==> src/motor_move_supervisor_macros.svh <==
// Assertion macros shared by the motor move supervisor RTL.
`ifndef MOTOR_MOVE_SUPERVISOR_MACROS_SVH
`define MOTOR_MOVE_SUPERVISOR_MACROS_SVH
`ifndef SYNTHESIS
`define MMS_ASSERT_IMP(lbl, clk, rstn, ante, cons) \
  lbl: assert property (@(posedge clk) disable iff (!rstn) (ante) |-> (cons)) \
    else $error("motor move supervisor: same-cycle check failed");
`define MMS_ASSERT_NXT(lbl, clk, rstn, ante, cons) \
  lbl: assert property (@(posedge clk) disable iff (!rstn) (ante) |=> (cons)) \
    else $error("motor move supervisor: next-cycle check failed");
`else
`define MMS_ASSERT_IMP(lbl, clk, rstn, ante, cons)
`define MMS_ASSERT_NXT(lbl, clk, rstn, ante, cons)
`endif
`endif

==> src/mms_pkg.sv <==
// Types and constants shared by the motor move supervisor modules.
package mms_pkg;

  localparam int unsigned RegAddrW = 4;
  localparam int unsigned RegDataW = 32;

  localparam logic [1:0] REG_TICK_PERIOD = 2'd0;
  localparam logic [1:0] REG_BACKUP_CAP  = 2'd1;
  localparam logic [1:0] REG_DWELL       = 2'd2;

  localparam logic [9:0]  TICK_PERIOD_RST = 10'd20;
  localparam logic [15:0] BACKUP_CAP_RST  = 16'd500;
  localparam logic [15:0] DWELL_RST       = 16'd500;

  localparam logic ACT_START = 1'b0;
  localparam logic ACT_TICK  = 1'b1;

  localparam logic [1:0] MODE_SINGLE = 2'd0;
  localparam logic [1:0] MODE_PUSH   = 2'd1;
  localparam logic [1:0] MODE_TOGGLE = 2'd2;
  localparam logic [1:0] MODE_STOP   = 2'd3;

  localparam logic [2:0] ST_IDLE    = 3'd0;
  localparam logic [2:0] ST_RUN     = 3'd1;
  localparam logic [2:0] ST_OK      = 3'd2;
  localparam logic [2:0] ST_TIMEOUT = 3'd3;
  localparam logic [2:0] ST_NOITEM  = 3'd4;
  localparam logic [2:0] ST_STALL   = 3'd5;

  typedef struct packed {
    logic        action;
    logic [1:0]  mode;
    logic        direction;
    logic [19:0] timeout_ms;
    logic [7:0]  stall_limit;
    logic        end_switch;
    logic        front_switch;
    logic        back_switch;
    logic        stall_sense;
  } in_item_t;

  typedef struct packed {
    logic [2:0] status;
    logic       motor_on;
    logic       motor_reverse;
  } out_item_t;

  typedef struct packed {
    logic [9:0]  tick_period_ms;
    logic [15:0] backup_cap_ms;
    logic [15:0] dwell_ms;
  } cfg_t;

  typedef struct packed {
    logic [1:0]  run_mode;
    logic [2:0]  phase;
    logic [19:0] elapsed_ms;
    logic [7:0]  stall_run;
    logic [15:0] dwell_left_ms;
    logic [19:0] time_limit;
    logic [7:0]  stall_threshold;
    logic        drive_reverse;
  } state_t;

endpackage

==> src/mms_cfg_regs.sv <==
// APB-style configuration registers of the motor move supervisor.
module mms_cfg_regs (
  input  logic                            clk_i,
  input  logic                            rst_ni,
  input  logic                            psel,
  input  logic                            penable,
  input  logic                            pwrite,
  input  logic [mms_pkg::RegAddrW-1:0]    paddr,
  input  logic [mms_pkg::RegDataW-1:0]    pwdata,
  output logic [mms_pkg::RegDataW-1:0]    prdata,
  output logic                            pready,
  output mms_pkg::cfg_t                   cfg_o
);

  mms_pkg::cfg_t cfg_q;
  logic [1:0]    reg_idx;
  logic          wr_en;

  assign reg_idx = paddr[3:2];
  assign wr_en   = psel & penable & pwrite;
  assign pready  = 1'b1;
  assign cfg_o   = cfg_q;

  always_ff @(posedge clk_i or negedge rst_ni) begin
    if (!rst_ni) begin
      cfg_q.tick_period_ms <= mms_pkg::TICK_PERIOD_RST;
      cfg_q.backup_cap_ms  <= mms_pkg::BACKUP_CAP_RST;
      cfg_q.dwell_ms       <= mms_pkg::DWELL_RST;
    end else if (wr_en) begin
      unique case (reg_idx)
        mms_pkg::REG_TICK_PERIOD: cfg_q.tick_period_ms <= pwdata[9:0];
        mms_pkg::REG_BACKUP_CAP:  cfg_q.backup_cap_ms  <= pwdata[15:0];
        mms_pkg::REG_DWELL:       cfg_q.dwell_ms       <= pwdata[15:0];
        default: ;
      endcase
    end
  end

  always_comb begin
    unique case (reg_idx)
      mms_pkg::REG_TICK_PERIOD: prdata = {22'd0, cfg_q.tick_period_ms};
      mms_pkg::REG_BACKUP_CAP:  prdata = {16'd0, cfg_q.backup_cap_ms};
      mms_pkg::REG_DWELL:       prdata = {16'd0, cfg_q.dwell_ms};
      default:                  prdata = '0;
    endcase
  end

endmodule

==> src/mms_step.sv <==
// Next-state and result logic for one start or tick beat.
module mms_step (
  input  mms_pkg::cfg_t      cfg_i,
  input  mms_pkg::state_t    state_i,
  input  mms_pkg::in_item_t  item_i,
  output mms_pkg::state_t    state_o,
  output mms_pkg::out_item_t result_o
);

  localparam logic [2:0] PH_IDLE   = 3'd0;
  localparam logic [2:0] PH_RUN1   = 3'd1;
  localparam logic [2:0] PH_RUN2   = 3'd2;
  localparam logic [2:0] PH_LAST   = 3'd4;
  localparam logic [2:0] PH_DWELL  = 3'd4;
  localparam logic [2:0] PH_DWELL1 = 3'd5;

  typedef struct packed {
    logic [2:0] phase;
    logic [2:0] status;
    logic       load_dwell;
    logic       clr_stall;
  } leave_t;

  // Odd toggle phases hold while the switch is high, even ones while it is low.
  function automatic logic exits(logic [2:0] k, logic sw);
    return k[0] ? !sw : sw;
  endfunction

  // Walks forward from toggle phase k, passing over phases whose exit level
  // is already present and stopping at a dwell when one is due.
  function automatic leave_t toggle_leave(logic [2:0] k, logic sw, logic dw,
                                          logic dwell_nz);
    leave_t     r;
    logic [2:0] kv;
    logic       dv;
    logic       done;
    r.phase      = k;
    r.status     = mms_pkg::ST_RUN;
    r.load_dwell = 1'b0;
    r.clr_stall  = 1'b0;
    kv           = k;
    dv           = dw;
    done         = 1'b0;
    for (int i = 0; i < 4; i++) begin
      if (!done) begin
        if (dv && (kv <= PH_RUN2) && dwell_nz) begin
          r.phase      = kv + PH_DWELL;
          r.load_dwell = 1'b1;
          done         = 1'b1;
        end else begin
          dv = 1'b1;
          kv = kv + 3'd1;
          if (kv > PH_LAST) begin
            r.phase  = PH_IDLE;
            r.status = mms_pkg::ST_OK;
            done     = 1'b1;
          end else begin
            r.clr_stall = 1'b1;
            if (!exits(kv, sw)) begin
              r.phase = kv;
              done    = 1'b1;
            end
          end
        end
      end
    end
    return r;
  endfunction

  logic        dwell_nz;
  logic        endsw;
  leave_t      tl_start;
  leave_t      tl_tick;
  leave_t      tl_dwell;
  logic [20:0] el_sum;
  logic [19:0] el;
  logic [7:0]  sr_new;
  logic        to_hit;
  logic        push_back;

  assign dwell_nz = (cfg_i.dwell_ms != 16'd0);
  assign endsw    = item_i.end_switch;
  assign tl_start = toggle_leave(PH_RUN1, endsw, 1'b1, dwell_nz);
  assign tl_tick  = toggle_leave(state_i.phase, endsw, 1'b1, dwell_nz);
  assign tl_dwell = toggle_leave(state_i.phase - PH_DWELL, endsw, 1'b0, dwell_nz);

  assign el_sum = {1'b0, state_i.elapsed_ms} + {11'd0, cfg_i.tick_period_ms};
  assign el     = el_sum[20] ? '1 : el_sum[19:0];

  always_comb begin
    if (!item_i.stall_sense) begin
      sr_new = 8'd0;
    end else if (state_i.stall_run == 8'hFF) begin
      sr_new = state_i.stall_run;
    end else begin
      sr_new = state_i.stall_run + 8'd1;
    end
  end

  assign push_back = (state_i.run_mode == mms_pkg::MODE_PUSH) && (state_i.phase == PH_RUN2);

  always_comb begin
    if (push_back) begin
      to_hit = (el >= {4'd0, cfg_i.backup_cap_ms});
    end else if (state_i.run_mode == mms_pkg::MODE_TOGGLE) begin
      to_hit = (el > state_i.time_limit);
    end else begin
      to_hit = (el >= state_i.time_limit);
    end
  end

  always_comb begin
    state_o         = state_i;
    result_o.status = mms_pkg::ST_IDLE;
    if (item_i.action == mms_pkg::ACT_START) begin
      if (item_i.mode == mms_pkg::MODE_STOP) begin
        state_o.phase = PH_IDLE;
      end else begin
        state_o.run_mode        = item_i.mode;
        state_o.elapsed_ms      = '0;
        state_o.stall_run       = '0;
        state_o.dwell_left_ms   = '0;
        state_o.time_limit      = item_i.timeout_ms;
        state_o.stall_threshold = item_i.stall_limit;
        state_o.phase           = PH_RUN1;
        state_o.drive_reverse   = 1'b0;
        result_o.status         = mms_pkg::ST_RUN;
        case (item_i.mode)
          mms_pkg::MODE_SINGLE: begin
            state_o.drive_reverse = item_i.direction;
            if (endsw) begin
              state_o.phase   = PH_IDLE;
              result_o.status = mms_pkg::ST_OK;
            end
          end
          mms_pkg::MODE_PUSH: begin
            if (endsw) begin
              state_o.phase   = PH_IDLE;
              result_o.status = mms_pkg::ST_OK;
            end else if (item_i.front_switch) begin
              state_o.phase   = PH_IDLE;
              result_o.status = mms_pkg::ST_NOITEM;
            end
          end
          default: begin
            if (exits(PH_RUN1, endsw)) begin
              state_o.phase   = tl_start.phase;
              result_o.status = tl_start.status;
              if (tl_start.load_dwell) begin
                state_o.dwell_left_ms = cfg_i.dwell_ms;
              end
            end
          end
        endcase
      end
    end else if (state_i.phase == PH_IDLE) begin
      result_o.status = mms_pkg::ST_IDLE;
    end else if (state_i.phase >= PH_DWELL1) begin
      // Dwell: no time, stall or timeout counting.
      if (state_i.dwell_left_ms > {6'd0, cfg_i.tick_period_ms}) begin
        state_o.dwell_left_ms = state_i.dwell_left_ms - {6'd0, cfg_i.tick_period_ms};
        result_o.status       = mms_pkg::ST_RUN;
      end else begin
        state_o.dwell_left_ms = '0;
        state_o.phase         = tl_dwell.phase;
        result_o.status       = tl_dwell.status;
        if (tl_dwell.load_dwell) begin
          state_o.dwell_left_ms = cfg_i.dwell_ms;
        end
        if (tl_dwell.clr_stall) begin
          state_o.stall_run = '0;
        end
      end
    end else begin
      state_o.elapsed_ms = el;
      result_o.status    = mms_pkg::ST_RUN;
      if (to_hit) begin
        state_o.phase   = PH_IDLE;
        result_o.status = push_back ? mms_pkg::ST_OK : mms_pkg::ST_TIMEOUT;
      end else if ((state_i.run_mode == mms_pkg::MODE_PUSH) && (state_i.phase == PH_RUN1)
                   && item_i.front_switch) begin
        state_o.phase   = PH_IDLE;
        result_o.status = mms_pkg::ST_NOITEM;
      end else begin
        state_o.stall_run = sr_new;
        if (sr_new >= state_i.stall_threshold) begin
          state_o.phase   = PH_IDLE;
          result_o.status = mms_pkg::ST_STALL;
        end else if (state_i.run_mode == mms_pkg::MODE_PUSH) begin
          if ((state_i.phase != PH_RUN1) || endsw) begin
            if (state_i.phase == PH_RUN1) begin
              state_o.phase         = PH_RUN2;
              state_o.elapsed_ms    = '0;
              state_o.drive_reverse = 1'b1;
            end
            if (item_i.back_switch) begin
              state_o.phase   = PH_IDLE;
              result_o.status = mms_pkg::ST_OK;
            end
          end
        end else if (state_i.run_mode == mms_pkg::MODE_TOGGLE) begin
          if (exits(state_i.phase, endsw)) begin
            state_o.phase   = tl_tick.phase;
            result_o.status = tl_tick.status;
            if (tl_tick.load_dwell) begin
              state_o.dwell_left_ms = cfg_i.dwell_ms;
            end
            if (tl_tick.clr_stall) begin
              state_o.stall_run = '0;
            end
          end
        end else if (endsw) begin
          state_o.phase   = PH_IDLE;
          result_o.status = mms_pkg::ST_OK;
        end
      end
    end
    result_o.motor_on      = (state_o.phase != PH_IDLE);
    result_o.motor_reverse = state_o.drive_reverse;
  end

endmodule

==> src/motor_move_supervisor.sv <==
// Top level of the motor move supervisor: beat pipeline, state and registers.
//
// Use: the input channel carries start and tick beats (in_item_i), each
// answered by exactly one result beat on the output channel (out_item_o)
// that gives the move status and the motor enable and direction drives.
// Both channels move a beat at a rising edge where valid is high and stall
// is low. Configuration (tick period, push backup cap, toggle dwell) sits in
// an APB-style register file at byte addresses 0, 4 and 8; it must be
// written only while no beat is in flight, which the block does not enforce.
// Path: a beat accepted into the input register is evaluated by one short
// combinational step, and its result is registered in the result register,
// which drives out_valid_o.
// Throughput: one beat per cycle while the output is not stalled; the move
// state is updated as the beat passes from the input register to the result
// register, so back-to-back beats see each other's effects in order.
// Stall: while the result register holds an untaken beat, the input register
// still fills; only when both are full is in_stall_o raised.
// Reset: clears the move state to idle and both valid flags, and restores
// the register defaults (20 ms tick, 500 ms cap, 500 ms dwell).
`include "motor_move_supervisor_macros.svh"

module motor_move_supervisor (
  input  logic                            clk_i,
  input  logic                            rst_ni,
  input  logic                            in_valid_i,
  output logic                            in_stall_o,
  input  mms_pkg::in_item_t               in_item_i,
  output logic                            out_valid_o,
  input  logic                            out_stall_i,
  output mms_pkg::out_item_t              out_item_o,
  input  logic                            psel,
  input  logic                            penable,
  input  logic                            pwrite,
  input  logic [mms_pkg::RegAddrW-1:0]    paddr,
  input  logic [mms_pkg::RegDataW-1:0]    pwdata,
  output logic [mms_pkg::RegDataW-1:0]    prdata,
  output logic                            pready
);

  mms_pkg::cfg_t      cfg;
  mms_pkg::state_t    state_q;
  mms_pkg::state_t    state_d;
  mms_pkg::in_item_t  in_item_q;
  logic               in_valid_q;
  mms_pkg::out_item_t out_item_q;
  mms_pkg::out_item_t out_item_d;
  logic               out_valid_q;
  logic               advance;
  logic               out_run;
  logic               out_end;

  mms_cfg_regs u_cfg (
    .clk_i   (clk_i),
    .rst_ni  (rst_ni),
    .psel    (psel),
    .penable (penable),
    .pwrite  (pwrite),
    .paddr   (paddr),
    .pwdata  (pwdata),
    .prdata  (prdata),
    .pready  (pready),
    .cfg_o   (cfg)
  );

  mms_step u_step (
    .cfg_i    (cfg),
    .state_i  (state_q),
    .item_i   (in_item_q),
    .state_o  (state_d),
    .result_o (out_item_d)
  );

  // The result register can take a new beat when it is empty or being drained.
  assign advance    = !out_valid_q || !out_stall_i;
  assign in_stall_o = in_valid_q && !advance;

  always_ff @(posedge clk_i or negedge rst_ni) begin
    if (!rst_ni) begin
      in_valid_q <= 1'b0;
    end else if (!in_stall_o) begin
      in_valid_q <= in_valid_i;
    end
  end

  always_ff @(posedge clk_i) begin
    if (in_valid_i && !in_stall_o) begin
      in_item_q <= in_item_i;
    end
  end

  always_ff @(posedge clk_i or negedge rst_ni) begin
    if (!rst_ni) begin
      out_valid_q <= 1'b0;
    end else if (advance) begin
      out_valid_q <= in_valid_q;
    end
  end

  always_ff @(posedge clk_i) begin
    if (advance && in_valid_q) begin
      out_item_q <= out_item_d;
    end
  end

  // Move state commits exactly once per beat, when it enters the result register.
  always_ff @(posedge clk_i or negedge rst_ni) begin
    if (!rst_ni) begin
      state_q <= '0;
    end else if (advance && in_valid_q) begin
      state_q <= state_d;
    end
  end

  assign out_valid_o = out_valid_q;
  assign out_item_o  = out_item_q;

  // A running status and a final status, as seen on a valid result beat.
  assign out_run = out_valid_o && (out_item_o.status == mms_pkg::ST_RUN);
  assign out_end = out_valid_o && ((out_item_o.status == mms_pkg::ST_OK) ||
                                   (out_item_o.status == mms_pkg::ST_TIMEOUT) ||
                                   (out_item_o.status == mms_pkg::ST_NOITEM) ||
                                   (out_item_o.status == mms_pkg::ST_STALL));

  `MMS_ASSERT_IMP(a_stall_only_when_full, clk_i, rst_ni, in_stall_o, out_valid_o && out_stall_i)
  `MMS_ASSERT_NXT(a_beat_reaches_output, clk_i, rst_ni, in_valid_q && advance, out_valid_o)
  `MMS_ASSERT_IMP(a_run_drives_motor, clk_i, rst_ni, out_run, out_item_o.motor_on)
  `MMS_ASSERT_IMP(a_end_stops_motor, clk_i, rst_ni, out_end, !out_item_o.motor_on)

endmodule
==> config.mk <==
export PLATFORM = sky130hd
export DESIGN_NAME = motor_move_supervisor
export DESIGN_NICKNAME = d
export VERILOG_FILES = /design/src/mms_pkg.sv /design/src/mms_cfg_regs.sv /design/src/mms_step.sv /design/src/motor_move_supervisor.sv
export VERILOG_INCLUDE_DIRS = /design/src /design/src/src
export SDC_FILE = /design/constraint.sdc
export NUM_CORES = 1
export LEC_CHECK = 0
export BUFFER_PORTS_ARGS = -buffer_cell sky130_fd_sc_hd__buf_4
export CORE_AREA = 2 2 176 178
export DETAILED_ROUTE_END_ITERATION = 7
export DIE_AREA = 0 0 178 180
export GPL_TIMING_DRIVEN = 0
export SETUP_SLACK_MARGIN = 0.5
export SYNTH_ARGS = -nofsm -noshare
export SYNTH_HDL_FRONTEND = slang
export SYNTH_HIERARCHICAL = 1
export SYNTH_SLANG_ARGS = --single-unit
==> constraint.sdc <==
create_clock -name clk_i -period 4.85 [get_ports clk_i]
set_input_delay 0 -clock clk_i [delete_from_list [all_inputs] [get_ports clk_i]]
set_output_delay 0 -clock clk_i [all_outputs]
set_load 0.02 [all_outputs]
==> run_results.csv, run 1 <==
group,metric,value,unit
route,dr.pass1.iters,5,
route,wl_per_cell,20.32,um
synth,avgSynthCellArea,9.932,um^2
clock_tree,cts_sinks,163,
floorplan,die_w,178,um
synth,synth_area,0.01164,mm^2
clock_tree,path_clk_slew,0.07,ns
sta,final.setup.tns,0,ns
power_and_ir_drop,p_per_area,550.6,mW/mm^2
synth,synth_cells,1172,
route,drtIter0Drc,896,
finish,design_area,0.01505,mm^2
placed_design,dp_cells,1666,
sta,drv_slew,0,
finish,drive_above_1_share,0.3133,
clock_tree,clk_latency,0.44,ns
synth,yosysTopAreaCell,"dfrtp_1",
placed_design,port_buffers,82,
synth,synth.most_common_cell,"dfrtp_1",
sta,whs,0.09532,ns
floorplan,row_count,64,
sta,rsz0062_at_grt,"true",
power_and_ir_drop,power.leakage,6.511,nW
floorplan,start_util,0.3856,
synth,ys_types,100,
worst_setup_path,path_max_fanout,9,
sta,fin_crit_sh,0.9958,
global_route,grt_pass1_vias,10000,
sta,skew,0.01633,ns
sta,hold_viol_final,0,
clock_tree,htreeDepth,4,
floorplan,core_area,0.03019,mm^2
route,num_vias,10170,
sta,maxClockFrequency,207.1,MHz
synth,synth_area_leaders,"dfrtp_1 23%, edfxtp_1 11%, mux2_2 10%",
route,antenna_left,0,
sta,setup-violations-final,0,
sta,slew_headroom,0.2607,
finish,final_util,0.4986,
floorplan,die_h,180,um
route,drc,0,
finish,area_growth,29.32,%
placed_design,dp_hpwl,26270,um
synth,ys_ff_latch,163,
floorplan,dieArea,0.03204,mm^2
worst_setup_path,arrival,5.14,ns
floorplan,ios,119,
synth,yosysSeqAreaShare,0.3696,
worst_setup_path,critical_path_required,5.16,ns
clock_tree,cts.path.max_buffers,2,
synth,ys.flop_type,"dfrtp_1",
worst_setup_path,endpoint_kind,"register",
worst_setup_path,cp-start-kind,"register",
synth,synth_top_area_frac,0.2322,
placed_design,placed_area,0.01303,mm^2
synth,synthTopCellsByCount,"108 x dfrtp_1, 104 x nand2_1, 103 x mux2_2, 76 x inv_1, 75 x ha_1",
sta,min_period,4.830,ns
clock_tree,clockRootBuffer,"clkbuf_16",
placed_design,place_congestion,0.9492,
sta,worst_pin_slew,1.101,ns
worst_setup_path,setup.worst_path.class,"register to register",
clock_tree,cts_tree,"done",
flow_run,drv_cap,0,
power_and_ir_drop,max-vdd-ir-drop,0.2579,mV
global_route,grt_use_total,0.2281,
finish,antenna_cells,0,
global_route,grt_pass1_wl,56350,um
global_route,antenna_found_initial,0,
synth,synth_edf_count,41,
finish,stdcell_count,1791,
global_route,grt_max_degree,72,
finish,final_nets,1538,
route,drt-total-wl,36400,um
min_path,hp-class,"input pin to register",
route,avgViaCountPerCell,5.678,
status,status,"finished clean",
clock_tree,cts_buffers,17,
global_route,grt_overflow,0,
synth,yosys_warnings,6,
synth,async_flop_share,0.7485,
## report_power, final
part           total (mW)  internal [mW]  switching (mW)
Combinational        4.73           2.06            2.66
Sequential           2.14           1.76           0.381
Clock                1.42          0.779           0.639
## flip-flops by register name, indices dropped and copies added (netlist names)
signal and count:
in_item_q 36, state_q 78, out_item_o 5, u_cfg/cfg_o 42, out_valid_o 1, in_valid_q 1
## metal layers
metal	track usage	up-vias	share of wire
met1	0.3036	4963	0.44
li1	-	4747	-
met2	0.3633	371	0.47
met3	0.03849	88	0.055
met5	0	-	0
met4	0.09967	0	0.035
## worst max-delay path, cell delays in order (launching register included)
cell	delay [ns]
dfrtp_1	0.38
ha_2	0.22
inv_2	0.04
fa_2	0.36
nor2b_4	0.15
o2111ai_4	0.14
a31oi_4	0.24
a21oi_4	0.12
or3_4	0.39
clkbuf_16	0.19
nand2_8	0.06
ha_4	0.20
a211oi_2	0.24
nand2_1	0.12
o2111ai_4	0.27
o211ai_1	0.14
buf_4	0.18
a211o_1	0.29
buf_8	0.17
a21oi_4	0.13
o21ai_1	0.08
a221o_1	0.32
mux2_4	0.26
## cell usage in the layout, fill, tap and decap left out, drive strengths merged, types with 31 or more instances in the layout
cell / n
dfrtp: 108
nand3: 31
a21oi: 52
nor2: 53
inv: 84
ha: 75
mux2: 122
nand2: 104
edfxtp: 41
buf: 164
o21ai: 85
clkbuf: 43
dlygate4sd3: 56
## logic make-up after synthesis
kind of cell | count (synthesis) | share of synthesized area
muxes | 136 | 0.1336
other | 2 | 0.0006452
adders and majority gates | 77 | 0.08406
and+or+nand+nor | 312 | 0.1372
xor gates and xnor gates | 28 | 0.02107
DFF | 163 | 0.3696
AOI/OAI and AO/OA | 307 | 0.1913
buffers and inverters | 147 | 0.06256
## timing repair
action,CTS,global route
pin swaps,31,33
gates resized for setup,56,63
hold buffers,56,0
buffers inserted,23,11
endpoints found under the hold margin,150,0
cloned,3,0
endpoints found under the setup margin,53,53
## final timing paths
path,from,slack [ns],end,cells after the start
max,state_q[53],0.02,state_q[29],22
min,paddr[3],0.1,u_cfg/cfg_o[36],3
max reg2reg,state_q[53],0.02,state_q[29],22
min reg2reg,in_valid_q,0.48,out_valid_o,1
max in group asynchronous,rst_ni,3.89,u_cfg/cfg_o[23],3
min in group asynchronous,rst_ni,0.16,state_q[75],2
## stage by stage
stage	power [mW]	setup WS (ns)
2_1_floorplan	4.991	0.3774
3_3_place_gp	6.044	-0.4676
3_5_place_dp	6.117	-0.4631
4_1_cts	7.938	0.05743
5_1_grt	8.818	-0.1144
6_report	8.288	0.02038
## layout make-up
cell class / instances / area (um^2)
multi-input combinational: 877 / 7330
tap: 396 / 495.5
buffer: 68 / 474.2
clock inverter: 13 / 166.4
clock buffer: 19 / 432.9
timing repair buffer: 176 / 1555
fill: 2782 / 15140
inverter: 79 / 296.5
sequential: 163 / 4303
Power figures use the tool's default switching activity.
==> run 2, diff against run 1 <==
--- a/config.mk
+++ b/config.mk
@@ -11,6 +11,7 @@
 export DETAILED_ROUTE_END_ITERATION = 7
 export DIE_AREA = 0 0 178 180
 export GPL_TIMING_DRIVEN = 0
+export PLACE_DENSITY = 0.68
 export SETUP_SLACK_MARGIN = 0.5
 export SYNTH_ARGS = -nofsm -noshare
 export SYNTH_HDL_FRONTEND = slang
==> run 2 against run 1 <==
The run now ends with capacitance limit, slew limit left. Global-route usage about the same. Sequential share of layout area down 0.73 points. Cell area up 2.6%. Clock skew up 0.00071 ns. Clock power about the same. Via count up 2.1%. Utilization up 1.3 points.
==> run_results.csv, run 2 (synthesis gave the netlist of run 1 again) <==
group,metric,value,unit
worst_setup_path,critPathMaxStageDelay,0.44,ns
sta,rsz0062_at_grt,"true",
route,drt-total-wl,36990,um
clock_tree,path_clk_slew,0.07,ns
finish,drive_above_1_share,0.3412,
sta,maxClockFrequency,206.7,MHz
sta,min_period,4.838,ns
finish,area_growth,32.73,%
route,antenna_left,0,
placed_design,dp_cells,1666,
status,status,"finished with violations",
sta,setup-violations-final,0,
floorplan,die_h,180,um
floorplan,die_w,178,um
flow_run,drv_cap,1,
worst_setup_path,arrival,5.17,ns
worst_setup_path,endpoint_kind,"register",
route,avgViaCountPerCell,5.767,
power_and_ir_drop,power.leakage,6.644,nW
route,drtIter0Drc,941,
worst_setup_path,worst-path-buf-inv,4,
worst_setup_path,cp-start-kind,"register",
power_and_ir_drop,finalPower,8.531,mW
clock_tree,clk_latency,0.46,ns
route,dr.pass1.iters,6,
floorplan,ios,119,
clock_tree,cts.path.max_buffers,2,
sta,fin_crit_sh,0.9976,
global_route,grt_overflow,0,
placed_design,dp_hpwl,25540,um
finish,antenna_cells,0,
floorplan,core_area,0.03019,mm^2
clock_tree,cts_sinks,163,
clock_tree,cts_buffers,17,
worst_setup_path,worstPathCellList,"ha_4, inv_2, fa_2, nor2b_4, o2111ai_4, a31oi_4, a21oi_4, or3_4, clkbuf_16, nand2_4, ha_4, nand4_1, nor2_2, nand3_2, or3_1, buf_6, a211o_1, buf_12, o31ai_4, a22o_1, o211ai_1, mux2_4",
sta,hold_viol_final,0,
finish,max_flop_register,"state_q",
finish,layout_common_cells,"135 x buf_4, 106 x dfrtp_1, 93 x nand2_1",
power_and_ir_drop,max-vdd-ir-drop,0.2396,mV
worst_setup_path,critical_path_required,5.18,ns
worst_setup_path,path_max_fanout,7,
finish,final_common_cell,"buf_4",
finish,largest_register_ffs,78,
route,wl_per_cell,20.55,um
worst_setup_path,setup.worst_path.class,"register to register",
sta,skew,0.01704,ns
status,violations,"capacitance limit, slew limit",
route,drc,0,
floorplan,start_util,0.3856,
global_route,grt_pass1_wl,56370,um
global_route,grt_max_degree,78,
worst_setup_path,critPathSlowestCell,"dfrtp_2",
min_path,hp-class,"input pin to asynchronous set/reset pin",
sta,worst_pin_slew,1.492,ns
finish,stdcell_count,1800,
global_route,grt_use_total,0.2276,
floorplan,dieArea,0.03204,mm^2
sta,drv_slew,1,
finish,final_nets,1547,
sta,slew_headroom,-0.002125,
sta,fin_ws,0.01166,ns
worst_setup_path,cp_top_family,"simple AND/OR/NAND/NOR gates",
power_and_ir_drop,p_per_area,552.2,mW/mm^2
floorplan,row_count,64,
global_route,grt_pass1_vias,10040,
placed_design,place_congestion,0.9443,
global_route,antenna_found_initial,0,
route,num_vias,10380,
clock_tree,htreeDepth,4,
worst_setup_path,crit_path_frequent_cell,"ha_4",
placed_design,post-place-ws,-0.6882,ns
clock_tree,clockRootBuffer,"clkbuf_16",
clock_tree,cts_tree,"done",
placed_design,port_buffers,82,
[run 2: layout make-up]
type	count	area (um^2)
Timing Repair Buffer	185	1647
Tap cell	396	495.5
Fill cell	2609	14740
Multi-Input combinational cell	877	7635
Sequential cell	163	4304
Inverter	79	296.5
Buffer	68	476.7
Clock inverter	15	170.2
Clock buffer	17	425.4
[run 2: power by group]
group	switching [mW]	internal [mW]	total, mW	leakage (nW)
Sequential	0.399	1.76	2.16	1.92
Combinational	2.76	2.21	4.97	4.44
Clock	0.659	0.735	1.39	0.291
[run 2: metrics by stage]
step	TNS [ns]	hold slack [ns]	util	area, um^2
floorplan	0	-0.2956	-	11890
global placement	-21.59	0.1778	0.4307	13000
detailed placement	-24.34	-0.02933	0.4317	13030
CTS	-0.1562	0.05904	0.4953	14950
global route	-3.916	0.09196	0.5118	15450
finish	0	0.04949	0.5118	15450
[run 2: final timing paths]
path	depth (start not counted)	slack, ns	end	startpoint
max	22	0.01	state_q[40]	u_cfg/cfg_o[32]
min	2	0.05	u_cfg/cfg_o[38]	rst_ni
max reg2reg	22	0.01	state_q[40]	u_cfg/cfg_o[32]
min reg2reg	1	0.48	out_valid_o	in_valid_q
max in group asynchronous	3	4.04	u_cfg/cfg_o[34]	rst_ni
min in group clk_i	3	0.08	u_cfg/cfg_o[15]	paddr[2]
[run 2: per-layer routing]
| layer | GRT usage | vias to the layer above | routed length, um |
|---|---|---|---|
| li1 | - | 4762 | - |
| met1 | 0.2976 | 5064 | 15610 |
| met2 | 0.3738 | 448 | 17700 |
| met3 | 0.03342 | 107 | 2185 |
| met4 | 0.09705 | 0 | 1505 |
| met5 | 0 | - | 0 |
[run 2: repair_timing]
action                                  4_1_cts  5_1_grt
endpoints found under the hold margin       189        0
hold buffers                                 56        0
endpoints found under the setup margin       53       53
gates cloned                                  3        0
setup buffers                                30       13
gates resized for setup                     108       75
pin swaps                                    62       59
[run 2: worst reg2reg max path, delay by kind of cell, from the launching register on]
| family | cells | cell delay (ns) |
|---|---|---|
| and+or+nand+nor | 7 | 1.47 |
| buffers and inverters | 4 | 0.53 |
| muxes | 1 | 0.27 |
| DFF | 1 | 0.44 |
| adders and majority gates | 3 | 0.66 |
| AOI/OAI and AO/OA | 7 | 1.38 |
==> run 3, diff against run 2 <==
--- a/config.mk
+++ b/config.mk
@@ -7,13 +7,12 @@
 export NUM_CORES = 1
 export LEC_CHECK = 0
 export BUFFER_PORTS_ARGS = -buffer_cell sky130_fd_sc_hd__buf_4
-export CORE_AREA = 2 2 176 178
+export CORE_AREA = 2 2 165 167
 export DETAILED_ROUTE_END_ITERATION = 7
-export DIE_AREA = 0 0 178 180
+export DIE_AREA = 0 0 167 169
 export GPL_TIMING_DRIVEN = 0
-export PLACE_DENSITY = 0.68
+export PLACE_DENSITY = 0.69
 export SETUP_SLACK_MARGIN = 0.5
 export SYNTH_ARGS = -nofsm -noshare
 export SYNTH_HDL_FRONTEND = slang
-export SYNTH_HIERARCHICAL = 1
 export SYNTH_SLANG_ARGS = --single-unit
==> run 3 against run 2 <==
The flow now finishes without violations. Power fell by 25%. Synthesized area shrank 12%. Synthesized cell count is 12% lower.
==> run_results.csv, run 3 <==
group,metric,value,unit
global_route,grt_overflow,0,
global_route,grt_pass1_wl,44100,um
synth,synthTopCellsByCount,"108 x dfrtp_1, 85 x nand2_1, 77 x ha_1, 77 x inv_1, 76 x o21ai_0",
sta,drv_slew,0,
finish,area_growth,30.15,%
global_route,grt_use_total,0.1948,
route,drt-total-wl,27260,um
sta,fin_crit_sh,0.9692,
worst_setup_path,cp-start-kind,"register",
sta,skew,0.01175,ns
route,num_vias,8677,
global_route,grt_pass1_vias,8473,
finish,antenna_cells,0,
sta,fin_ws,0.1493,ns
finish,nFillCells,2385,
clock_tree,cts.path.max_buffers,2,
finish,drive_above_1_share,0.2665,
sta,rsz0062_at_grt,"true",
floorplan,dieArea,0.02822,mm^2
synth,yosysTopAreaCell,"dfrtp_1",
synth,yosys_warnings,0,
finish,seqCellArea,0.004305,mm^2
route,dr.pass1.iters,5,
floorplan,ios,119,
worst_setup_path,critPathMaxStageDelay,0.60,ns
finish,final_nets,1402,
worst_setup_path,arrival,5.03,ns
worst_setup_path,critPathSlowestCell,"dfstp_2",
finish,largest_register_ffs,78,
floorplan,row_count,60,
synth,async_flop_share,0.7485,
clock_tree,cts_sinks,163,
route,antenna_left,0,
sta,min_period,4.701,ns
clock_tree,clk_latency,0.44,ns
sta,worst_pin_slew,1.176,ns
synth,avgSynthCellArea,9.864,um^2
global_route,antenna_found_initial,0,
floorplan,start_util,0.3849,
power_and_ir_drop,max-vdd-ir-drop,0.2532,mV
sta,slew_headroom,0.2094,
synth,synth_mux_area_frac,0.07753,
worst_setup_path,critical_path_required,5.18,ns
synth,synth_xor_area_frac,0.01889,
sta,maxClockFrequency,212.7,MHz
placed_design,dp_hpwl,19480,um
synth,synth_area,0.01020,mm^2
finish,max_flop_register,"state_q",
clock_tree,cts_tree,"done",
worst_setup_path,worst-path-buf-inv,2,
synth,synth_cells,1034,
sta,hold_viol_final,0,
flow_run,drv_cap,0,
power_and_ir_drop,power.leakage,5.845,nW
route,avgViaCountPerCell,5.430,
route,wl_per_cell,17.06,um
power_and_ir_drop,p_per_area,478.9,mW/mm^2
floorplan,die_w,167,um
clock_tree,clockRootBuffer,"clkbuf_16",
synth,yosysSeqAreaShare,0.4217,
route,drtIter0Drc,630,
synth,ys_ff_latch,163,
synth,synthAdderAreaFrac,0.09838,
worst_setup_path,path_max_fanout,5,
placed_design,place_congestion,0.9220,
worst_setup_path,setup.worst_path.class,"register to register",
sta,final.setup.tns,0,ns
synth,synthSimpleGateAreaFrac,0.1369,
clock_tree,path_clk_slew,0.07,ns
synth,synth.most_common_cell,"dfrtp_1",
clock_tree,cts_buffers,17,
worst_setup_path,cp_top_family,"compound AO/OA/AOI/OAI gates",
worst_setup_path,worstPathCellList,"ha_4, o211ai_1, nand2_1, and3_4, o41ai_4, nor2_2, xnor2_1, nand2_2, ha_4, nand4_1, or2_4, nor4_4, a221o_1, o21ai_4, buf_6, a41o_1, a21o_1, buf_4, a22o_1, a22o_1",
route,drc,0,
sta,setup-violations-final,0,
finish,multiInputGateArea,0.005757,mm^2
worst_setup_path,endpoint_kind,"register",
placed_design,post-place-ws,-0.3572,ns
power_and_ir_drop,finalPower,6.357,mW
status,status,"finished clean",
finish,final_common_cell,"buf_4",
clock_tree,htreeDepth,4,
synth,synth_edf_count,41,
placed_design,port_buffers,83,
floorplan,core_area,0.02650,mm^2
finish,layout_common_cells,"130 x buf_4, 105 x dfrtp_1, 78 x nand2_1",
floorplan,die_h,169,um
synth,ys_types,78,
global_route,grt_max_degree,73,
synth,synth_top_family_by_area,"compound AO/OA/AOI/OAI gates",
synth,synth_top_area_frac,0.2650,
synth,ys.flop_type,"dfrtp_1",
synth,synth_compound_area_frac,0.1858,
synth,synth_area_leaders,"dfrtp_1 26%, edfxtp_1 12%, ha_1 9.4%",
min_path,hp-class,"input pin to register",
==> run 3: cell count changes after synthesis, sizes merged, moves of 5 or more <==
cell     delta
a32o        +8
buf        -15
clkbuf      +7
mux2       -66
nand2      -19
nand3       -8
nand4       -5
nor2b       +5
nor4        -5
o2111ai     -5
o31ai       -9
xor2        -7
==> run 3: per-layer routing <==
metal,share of wire,track usage
met1,0.44,0.2576
met2,0.48,0.3231
met3,0.060,0.03343
met4,0.023,0.06897
met5,0,0
==> run 3: cell families after synthesis <==
group / Yosys count
fa+ha+maj: 79
other cells: 2
flops: 163
compound gates: 278
simple gates: 280
buf+inv: 138
mux: 72
xor+xnor: 22
==> run 3: final timing paths <==
| check | start | cells after the start | slack [ns] | end |
|---|---|---|---|---|
| max reg2reg | u_cfg.cfg_o[36] | 20 | 0.15 | state_q[43] |
| min reg2reg | in_item_q[8] | 1 | 0.47 | state_q[5] |
| max in group asynchronous | rst_ni | 3 | 4.01 | u_cfg.cfg_o[8] |
| min in group asynchronous | rst_ni | 2 | 0.07 | state_q[14] |
| max | u_cfg.cfg_o[36] | 20 | 0.15 | state_q[43] |
| min | paddr[3] | 3 | 0.02 | u_cfg.cfg_o[16] |
==> run 3: cell type report <==
| cell class | count | area share |
|---|---|---|
| Buffer | 60 | 0.02762 |
| Clock buffer | 18 | 0.03233 |
| Clock inverter | 14 | 0.01254 |
| Inverter | 78 | 0.02215 |
| Multi-Input combinational cell | 748 | 0.4336 |
| Sequential cell | 163 | 0.3243 |
| Tap cell | 341 | 0.03214 |
| Timing Repair Buffer | 176 | 0.1153 |
==> run 3: report_power, final <==
group | total (mW) | switching (mW) | internal (mW)
Combinational | 3.01 | 1.66 | 1.36
Clock | 1.39 | 0.610 | 0.776
Sequential | 1.96 | 0.239 | 1.72
Total | 6.36 | 2.51 | 3.85
==> run 3: metrics by stage <==
stage / hold slack, ns / std cells / cell area, um^2 / utilization
final: 0.01908 / 1598 / 13280 / 0.5009
after global routing: 0.02277 / 1598 / 13280 / 0.5009
after CTS: 0.002212 / 1591 / 13090 / 0.4939
after detailed placement: -0.01293 / 1474 / 11380 / 0.4295
after global placement: 0.1793 / 1473 / 11340 / 0.4280
after floorplan: -0.2956 / 1049 / 10290 / -
==> run 3: tightest hold or removal path, cell delays in order <==
cell and delay, ns:
buf_4 0.11, nor3b_1 0.09, mux2_2 0.23
==> run 3: what timing repair did <==
item / in CTS / in global routing
pin swaps: 32 / 4
resized for setup: 84 / 22
endpoints found under the hold margin: 168 / 0
cloned: 2 / 1
hold buffers: 56 / 0
setup buffers: 27 / 6
setup endpoints to repair: 53 / 53
